`src/rtl/assert_macros.svh`:
```
// Assertion macros for the serializer RTL.
// Uses clk and rst_n of the including module; empty under SYNTHESIS.
`ifndef ASSERT_MACROS_SVH
`define ASSERT_MACROS_SVH
`ifndef SYNTHESIS
// Property must hold at every clock edge out of reset.
`define VZS_ASSERT(lbl, prop) \
    lbl: assert property (@(posedge clk) disable iff (!rst_n) (prop)) \
        else $error("assertion failed");
// Condition must never be seen at a clock edge out of reset.
`define VZS_NEVER(lbl, cond) \
    lbl: assert property (@(posedge clk) disable iff (!rst_n) !(cond)) \
        else $error("forbidden condition seen");
`else
`define VZS_ASSERT(lbl, prop)
`define VZS_NEVER(lbl, cond)
`endif
`endif

```
`src/rtl/vzs_pkg.sv`:
```
// Package for the varint/zigzag serializer: mode codes, sequencer types
// and byte constants. No dependencies.
package vzs_pkg;

    typedef enum logic [2:0] {
        MODE_FIX8     = 3'd0,
        MODE_FIX16    = 3'd1,
        MODE_FIX32    = 3'd2,
        MODE_FIX64    = 3'd3,
        MODE_VARINT32 = 3'd4,
        MODE_VARINT64 = 3'd5,
        MODE_ZIGZAG32 = 3'd6,
        MODE_ZIGZAG64 = 3'd7
    } mode_t;

    typedef enum logic {
        ST_IDLE = 1'b0,
        ST_RUN  = 1'b1
    } state_t;

    typedef enum logic [1:0] {
        KIND_BE     = 2'd0,
        KIND_LE     = 2'd1,
        KIND_VARINT = 2'd2
    } kind_t;

    localparam logic       ORDER_BIG    = 1'b0;
    localparam logic [6:0] LOW7_MASK    = 7'h7F;
    localparam logic [7:0] CONT_BIT     = 8'h80;
    localparam logic [3:0] VARINT_MAX_BYTES = 4'd10;

endpackage

```
`src/rtl/varint_zigzag_serializer_top.sv`:
```
// Varint / zigzag / fixed-width integer serializer, one byte per transfer.
// Depends on vzs_pkg and assert_macros.svh.
//
//  channel   dir  handshake            payload
//  in        in   in_valid / in_stall  mode[2:0], value[63:0]
//  out       out  out_valid/ out_stall out_byte[7:0], last_byte
//  cfg       in   cfg_we               cfg_wdata (byte_order)
//
// An item is loaded, then sent one byte per cycle while out_stall is low:
// 1, 2, 4 or 8 bytes in fixed modes, 1 to 10 bytes in varint modes.
// The single shift register advances by 8 or 7 bits per byte.
// in_stall is high while a value is being serialized; out_stall holds the
// output register and the shifter. Reset clears the sequencer, the output
// valid and byte_order to big endian.
`include "assert_macros.svh"
module varint_zigzag_serializer_top (
    input  logic        clk,
    input  logic        rst_n,
    input  logic        cfg_we,
    input  logic        cfg_wdata,
    input  logic        in_valid,
    output logic        in_stall,
    input  logic [2:0]  mode,
    input  logic [63:0] value,
    output logic        out_valid,
    input  logic        out_stall,
    output logic [7:0]  out_byte,
    output logic        last_byte
);
    import vzs_pkg::*;

    state_t      state_reg, state_next;
    kind_t       kind_reg, kind_next;
    logic [63:0] sh_reg, sh_next;
    logic [3:0]  cnt_reg, cnt_next;
    logic        order_reg;
    logic        out_valid_reg, out_valid_next;
    logic [7:0]  out_byte_reg, out_byte_next;
    logic        last_byte_reg, last_byte_next;

    logic        accept;
    logic        advance;
    logic [7:0]  byte_cur;
    logic        last_cur;
    logic [63:0] zz32;
    logic [63:0] zz64;

    assign accept  = (state_reg == ST_IDLE) && in_valid;
    assign advance = (state_reg == ST_RUN) && (!out_valid_reg || !out_stall);

    assign zz32 = {32'd0, ({value[30:0], 1'b0} ^ {32{value[31]}})};
    assign zz64 = {value[62:0], 1'b0} ^ {64{value[63]}};

    // Current byte and last flag from the shifter
    always_comb
    begin
        last_cur = (cnt_reg == 4'd1) ||
                   ((kind_reg == KIND_VARINT) && (sh_reg[63:7] == 57'd0));
        unique case (kind_reg)
            KIND_BE: byte_cur = sh_reg[63:56];
            KIND_LE: byte_cur = sh_reg[7:0];
            KIND_VARINT:
                byte_cur = last_cur ? sh_reg[7:0] : (CONT_BIT | {1'b0, sh_reg[6:0] & LOW7_MASK});
            default: byte_cur = sh_reg[7:0];
        endcase
    end

    // Next state
    always_comb
    begin
        state_next = state_reg;
        unique case (state_reg)
            ST_IDLE: if (accept) state_next = ST_RUN;
            ST_RUN:  if (advance && last_cur) state_next = ST_IDLE;
            default: state_next = ST_IDLE;
        endcase
    end

    // Datapath and output register
    always_comb
    begin
        kind_next      = kind_reg;
        sh_next        = sh_reg;
        cnt_next       = cnt_reg;
        out_valid_next = out_valid_reg && out_stall;
        out_byte_next  = out_byte_reg;
        last_byte_next = last_byte_reg;
        if (accept)
        begin
            kind_next = (order_reg == ORDER_BIG) ? KIND_BE : KIND_LE;
            case (mode)
                MODE_FIX8:
                begin
                    cnt_next = 4'd1;
                    sh_next  = (order_reg == ORDER_BIG) ? {value[7:0], 56'd0} : value;
                end
                MODE_FIX16:
                begin
                    cnt_next = 4'd2;
                    sh_next  = (order_reg == ORDER_BIG) ? {value[15:0], 48'd0} : value;
                end
                MODE_FIX32:
                begin
                    cnt_next = 4'd4;
                    sh_next  = (order_reg == ORDER_BIG) ? {value[31:0], 32'd0} : value;
                end
                MODE_FIX64:
                begin
                    cnt_next = 4'd8;
                    sh_next  = value;
                end
                MODE_VARINT32:
                begin
                    kind_next = KIND_VARINT;
                    cnt_next  = VARINT_MAX_BYTES;
                    sh_next   = {32'd0, value[31:0]};
                end
                MODE_VARINT64:
                begin
                    kind_next = KIND_VARINT;
                    cnt_next  = VARINT_MAX_BYTES;
                    sh_next   = value;
                end
                MODE_ZIGZAG32:
                begin
                    kind_next = KIND_VARINT;
                    cnt_next  = VARINT_MAX_BYTES;
                    sh_next   = zz32;
                end
                default:
                begin
                    kind_next = KIND_VARINT;
                    cnt_next  = VARINT_MAX_BYTES;
                    sh_next   = zz64;
                end
            endcase
        end
        else if (advance)
        begin
            out_valid_next = 1'b1;
            out_byte_next  = byte_cur;
            last_byte_next = last_cur;
            cnt_next       = cnt_reg - 4'd1;
            case (kind_reg)
                KIND_BE: sh_next = {sh_reg[55:0], 8'd0};
                KIND_LE: sh_next = {8'd0, sh_reg[63:8]};
                default: sh_next = {7'd0, sh_reg[63:7]};
            endcase
        end
    end

    always_ff @(posedge clk or negedge rst_n)
    begin
        if (!rst_n)
        begin
            state_reg     <= ST_IDLE;
            out_valid_reg <= 1'b0;
            order_reg     <= ORDER_BIG;
            kind_reg      <= KIND_BE;
            cnt_reg       <= 4'd0;
        end
        else
        begin
            state_reg     <= state_next;
            out_valid_reg <= out_valid_next;
            kind_reg      <= kind_next;
            cnt_reg       <= cnt_next;
            if (cfg_we)
                order_reg <= cfg_wdata;
        end
    end

    // Payload registers: no reset
    always_ff @(posedge clk)
    begin
        sh_reg        <= sh_next;
        out_byte_reg  <= out_byte_next;
        last_byte_reg <= last_byte_next;
    end

    assign in_stall  = (state_reg != ST_IDLE);
    assign out_valid = out_valid_reg;
    assign out_byte  = out_byte_reg;
    assign last_byte = last_byte_reg;

    `VZS_ASSERT(a_accept_starts_run, accept |=> (state_reg == ST_RUN))
    `VZS_ASSERT(a_last_ends_run, (advance && last_cur) |=> (state_reg == ST_IDLE))
    `VZS_NEVER(a_cnt_live, (state_reg == ST_RUN) && (cnt_reg == 4'd0))
    `VZS_NEVER(a_fixed_cnt, (state_reg == ST_RUN) && (kind_reg != KIND_VARINT) &&
                            (cnt_reg > 4'd8))

endmodule
```
`config.mk`:
```
export PLATFORM = sky130hd
export DESIGN_NAME = varint_zigzag_serializer_top
export DESIGN_NICKNAME = d
export VERILOG_FILES = /design/src/rtl/vzs_pkg.sv /design/src/rtl/varint_zigzag_serializer_top.sv
export VERILOG_INCLUDE_DIRS = /design/src /design/src/rtl
export SDC_FILE = /design/constraint.sdc
export NUM_CORES = 1
export LEC_CHECK = 0
export BUFFER_PORTS_ARGS = -buffer_cell sky130_fd_sc_hd__buf_2
export CAP_MARGIN = 20
export CORE_UTILIZATION = 50
export DETAILED_ROUTE_END_ITERATION = 8
export PLACE_DENSITY_LB_ADDON = 0.3
export SYNTH_ARGS = -nofsm -noshare
export SYNTH_HDL_FRONTEND = slang
export SYNTH_SLANG_ARGS = --single-unit
export TNS_END_PERCENT = 100
```
`constraint.sdc`:
```
create_clock -name clk -period 2.8 [get_ports clk]
set_input_delay 0.56 -clock clk [delete_from_list [all_inputs] [get_ports clk]]
set_output_delay 0.56 -clock clk [all_outputs]
set_load 0.01 [all_outputs]
```
==> impl_metrics.tcl, run 1 <==
set metrics [dict create \
    final_core_utilization_pct 56.8 \
    startpoint "order_reg" \
    dieWidth_um 121 \
    ys_ff_latch 82 \
    yosys_warnings 0 \
    netlist_instances 785 \
    fin_skew_ns 0.0145 \
    end_kind "flip-flop" \
    ctsHoldBuffers 0 \
    cts_made_buffers 9 \
    multi_input_area_mm2 0.00417 \
    power.internal_uw 4700 \
    post_cts_buffers 0 \
    wl_per_cell_um 24.5 \
    yosys.area_share.simple_pct 10.9 \
    clk_pin_slew_ns 0.06 \
    power_switching_uw 3390 \
    io_buffers 83 \
    fin_setup_tns_ns 0 \
    leakage_uw 0.00279 \
    fillers 1230 \
    num_rows 43 \
    antenna_found_initial 0 \
    ys_seq_area_share_pct 34.2 \
    cp.required_ns 3.02 \
    io-pin-count 84 \
    drt-vias-per-instance 6.80 \
    largest_register_ffs 64 \
    synth_xor_area_share_pct 8.79 \
    max_freq_ghz 0.460 \
    maxSlewHeadroom_pct 51.7 \
    layout_min_cycle_time_ns 2.17 \
    clock_power_share_pct 18.3 \
    drtAntennaViolNets 0 \
    p_total_uw 8100 \
    max-vdd-ir-drop_mv 0.472 \
    syn-num-nets 860 \
    n_antenna_cell 0 \
    finalSetupViolCount 0 \
    synth_cell_types 47 \
    worstHoldPathType "input pin to async pin" \
    min_period_over_period_pct 77.6 \
    power_density_mw_per_mm2 1030 \
    drive_gt1_share_pct 18.4 \
    grt_max_degree 85 \
    place_ws_ns 0.385 \
    grt_pass1_wl_mm 37.2 \
    routabilityCongestion 0.981 \
    grt_usage_pct 34.2 \
    regArea_mm2 0.00242 \
    final-max-slew-violation-count 0 \
    synth_edf_count 73 \
    r2r_start "order_reg" \
    seqPwrFrac_pct 40.4 \
    critPathMaxFanout 34 \
    drtIter0Drc 945 \
    area_growth_pct 11.0 \
    wl_mm 24.7 \
    dieHeight_um 121 \
    cts_tree "done" \
    drt_pass1_iterations 5 \
    vias 6834 \
    start_util_pct 51.2 \
    dieArea_mm2 0.0146 \
    critPathKind "flip-flop to flip-flop" \
    sw_frac_of_total_pct 41.9 \
    maxCapViolations 0 \
    pwr-share-comb_pct 41.2 \
    ys.flop_type "edfxtp_1" \
    cp-start-kind "flip-flop" \
    core_area_mm2 0.0138 \
    clock_latency_ns 0.36 \
    cts_sinks 82 \
    final_hold_viol_count 0 \
    final_nets 895 \
    avgSynthCellArea_um2 9.01 \
    syn_area_mm2 0.00707 \
    synth-compound-area-share_pct 25.5 \
    cts-root-buf "clkbuf_16" \
    grt_pass1_vias 6207 \
    synthMuxAreaShare_pct 9.78 \
    synthAdderAreaFrac_pct 3.75 \
    critPathArrivalTime_ns 2.40 \
    status "finished, final reports clean" \
    overflow 0 \
    rsz0062_at_grt "false" \
    dp_hpwl_mm 17.7 \
    synth_top_family_by_area "compound AO/OA/AOI/OAI gates" \
    drc 0 \
    clockBufferDepth 2 \
    tightest_slew_ns 0.723 \
    synth_async_sr_flop_share_pct 11.0 \
    htree_levels 3 \
    cts_resized 0 \
    worst_slack_ns 0.628 \
]
cells in the mapped netlist (all sizes together), types with 2 or more instances:
library cell / count / area (µm²)
xor2: 26 / 228
clkbuf: 28 / 105
xnor2: 45 / 394
a22oi: 51 / 383
nand2b: 3 / 18.8
mux2: 15 / 169
a31oi: 4 / 25.0
a221oi: 15 / 131
nor2: 33 / 124
o22ai: 21 / 131
inv: 5 / 18.8
buf: 60 / 379
a221o: 7 / 70.1
nor3: 14 / 70.1
o21ai: 93 / 477
nor4: 16 / 100
a21oi: 37 / 189
and2b: 2 / 15.0
ha: 2 / 25.0
mux2i: 51 / 523
edfxtp: 73 / 2190
nand3: 3 / 15.0
maj3: 24 / 240
a2bb2oi: 16 / 140
a311oi: 9 / 78.8
dfrtp: 9 / 225
nand4: 3 / 18.8
nand2: 80 / 300
a211oi: 18 / 135
nor2b: 13 / 81.3
through the flow:
| step | instance area [µm²] | hold WS (ns) | instances |
|---|---|---|---|
| final | 7850 | 0.0820 | 1005 |
| after global routing | 7850 | 0.0843 | 1005 |
| after CTS | 7850 | 0.0777 | 1005 |
| after detailed placement | 7490 | 0.449 | 989 |
| after global placement | 7490 | 0.453 | 989 |
| after floorplan | 7070 | 0.264 | 785 |
metal layers:
metal / routed length, µm / part of all wire [%] / vias up / GRT usage, %
li1: - / - / 3039 / -
met1: 9890 / 40 / 3233 / 48.4
met2: 10700 / 43 / 474 / 50.0
met3: 2810 / 11 / 88 / 5.83
met4: 1290 / 5.2 / 0 / 17.3
met5: 0 / 0 / - / 0
power by group through the flow:
stage	registers [µW]	logic (µW)	clock network (µW)
final	3270	3340	1480
after global routing	3290	3650	1520
after CTS	3200	3270	1480
after detailed placement	3220	3260	0
after global placement	3220	3190	0
after floorplan	2760	2490	0
kinds of logic (layout without fill, tap and decap cells):
kind of cell,count (synthesis),count (layout)
mux,66,66
buf+inv,93,133
flops,82,82
xor+xnor,71,71
simple gates,171,171
compound gates,276,276
fa+ha+maj,26,26
critical path, stage by stage, from the launching register on:
cell	delay [ns]
dfrtp_1	0.68
buf_4	0.44
nor2_1	0.12
o21ai_0	0.16
a221oi_1	0.09
nor3_1	0.39
a31o_2	0.16
final cells by class:
type	count	share of cell area [%]
clock buffer	9	2.87
clock inverter	7	1.80
inverter	5	0.239
multi-input combinational	610	53.0
sequential	82	30.8
tap	180	2.87
timing repair buffer	112	8.38
path summary, 6_finish.rpt:
| kind | end | slack [ns] | cells past startpoint |
|---|---|---|---|
| max | sh_reg[63] | 0.63 | 6 |
| min reg2reg | out_valid | 0.52 | 2 |
| min in group clk | out_valid | 0.44 | 3 |
| min | out_valid | 0.08 | 1 |
| max reg2reg | sh_reg[63] | 0.63 | 6 |
| max in group asynchronous | kind_reg[0] | 2.48 | 1 |
placed cells by master, fill, tap and decap left out, drive strengths merged, types with 2 or more instances in the layout:
cell,count
and2b,2
mux2,15
a221o,7
a2bb2oi,16
clkinv,3
edfxtp,73
buf,112
nor2b,13
bufinv,4
ha,2
o22ai,21
nand2b,3
nor4,16
a22oi,51
nor3,14
o21ai,93
a211oi,18
mux2i,51
a221oi,15
nand4,3
xor2,26
maj3,24
a21oi,37
a311oi,9
a31oi,4
nand3,3
inv,5
dfrtp,9
nor2,33
nand2,80
clkbuf,9
xnor2,45
(Power assumes the default switching activity.)
==> run 2: changes to the inputs <==
clock period = 1.9 ns   (was 2.8 ns; I/O delays follow)
==> impl_metrics.tcl, run 2 (synthesis gave the netlist of run 1 again) <==
set metrics [dict create \
    worstHoldStart "cfg_wdata" \
    io-pin-count 84 \
    clock_latency_ns 0.35 \
    drt_pass1_iterations 6 \
    drtIter0Drc 982 \
    pwr-share-comb_pct 52.4 \
    cp-start-kind "flip-flop" \
    max_freq_ghz 0.523 \
    num_rows 43 \
    r2r_start "order_reg" \
    seqPwrFrac_pct 32.3 \
    start_util_pct 51.2 \
    cts_tree "done" \
    power_density_mw_per_mm2 1490 \
    layout_min_cycle_time_ns 1.91 \
    timing.hold.ws_ns 0.261 \
    worst_slack_ns -0.0126 \
    final_common_cell "buf_4" \
    fin_setup_tns_ns -0.0130 \
    cts-root-buf "clkbuf_16" \
    r2r_end "sh_reg[60]" \
    htree_levels 3 \
    grt_pass1_vias 6481 \
    critPathArrivalTime_ns 2.02 \
    sw_frac_of_total_pct 40.9 \
    grt_max_degree 81 \
    end_kind "flip-flop" \
    drt-vias-per-instance 6.54 \
    min_period_over_period_pct 101 \
    overflow 0 \
    clk_pin_slew_ns 0.06 \
    regArea_mm2 0.00242 \
    cts_sinks 82 \
    dieArea_mm2 0.0146 \
    max-vdd-ir-drop_mv 0.761 \
    grt_usage_pct 36.1 \
    antenna_found_initial 1 \
    placed_cell_area_mm2 0.00828 \
    maxSlewHeadroom_pct 57.5 \
    final-max-slew-violation-count 0 \
    dp_cells 1072 \
    critPathMaxFanout 9 \
    final_hold_viol_count 0 \
    routabilityCongestion 0.989 \
    dp_hpwl_mm 19.7 \
    clockBufferDepth 2 \
    rsz0062_at_grt "true" \
    post-route-cell-area_mm2 0.00871 \
    final_nets 981 \
    status "complete, but fails checks" \
    power_switching_uw 5310 \
    cts_made_buffers 9 \
    finalSetupViolCount 2 \
    area_growth_pct 23.2 \
    io_buffers 83 \
    ff2ff_setup_slack_ns -0.01 \
    clock_power_share_pct 15.3 \
    final_cell_mix "buf_4, buf_2, nand2_1, edfxtp_1, o21ai_0" \
    largest_register_ffs 64 \
    drtAntennaViolNets 0 \
    tightest_slew_ns 0.637 \
    dieHeight_um 121 \
    wl_per_cell_um 24.1 \
    grt_pass1_wl_mm 38.7 \
    violations "negative setup slack" \
    worstHoldPathType "input pin to flip-flop" \
    ff2ff_path_depth 5 \
    multi_input_area_mm2 0.00425 \
    drive_gt1_share_pct 27.2 \
    final_cells 1091 \
    maxCapViolations 0 \
    fillers 1166 \
    startpoint "order_reg" \
    fin_skew_ns 0.00832 \
    critPathKind "flip-flop to flip-flop" \
    cp-endpoint "sh_reg[60]" \
    n_antenna_cell 0 \
    wl_mm 26.3 \
    dieWidth_um 121 \
    leakage_uw 0.00326 \
    drc 0 \
    cp.required_ns 2.01 \
    power.internal_uw 7690 \
    vias 7140 \
    core_area_mm2 0.0138 \
]
[run 2: critical path, cell delays in order (launching register included)]
cell and delay [ns]:
dfrtp_1 0.53, a21oi_2 0.10, buf_4 0.15, o22ai_1 0.32
a221oi_1 0.16, a21oi_1 0.41
[run 2: layout make-up]
type,instances,share of cell area [%]
Multi-Input combinational cell,610,48.8
Sequential cell,82,27.8
Timing Repair Buffer,198,16.9
Clock buffer,11,2.91
Tap cell,180,2.58
Clock inverter,5,0.861
Inverter,5,0.215
[run 2: worst min path at each step]
stage                  to  slack [ns]  depth (start not counted)
5_1_grt         order_reg        0.26                          2
2_1_floorplan  cnt_reg[0]        0.08                          0
6_report        order_reg        0.26                          2
3_3_place_gp    out_valid        0.27                          1
4_1_cts         order_reg        0.26                          2
3_5_place_dp    out_valid        0.27                          1
[run 2: power groups by stage]
stage / combinational, µW / sequential (µW) / clock, µW
6_report: 6810 / 4210 / 1990
5_1_grt: 7300 / 4260 / 2040
4_1_cts: 6590 / 4090 / 1980
3_5_place_dp: 6540 / 4080 / 0
3_3_place_gp: 6420 / 4060 / 0
2_1_floorplan: 3680 / 4050 / 0
[run 2: stage by stage]
step	setup slack (ns)	utilization (%)	total power, µW
2_1_floorplan	0.0902	-	7720
3_3_place_gp	-0.136	59.9	10500
3_5_place_dp	-0.156	59.9	10600
4_1_cts	0.00643	62.5	12700
5_1_grt	-0.0964	63.0	13600
6_report	-0.0126	63.0	13000
[run 2: what timing repair did]
item	CTS	global route
setup buffers	0	3
pin swaps	1	5
setup endpoints to repair	1	4
endpoints found under the hold margin	9	0
hold buffers	1	0
gates resized for setup	5	8
[run 2: layer usage]
layer  global-route usage, %  share of wire, %  routed length (µm)
met4                    18.1               5.1                1350
met2                    55.7                44               11700
met3                    4.65                10                2700
met1                    49.6                40               10600
met5                       0                 0                   0
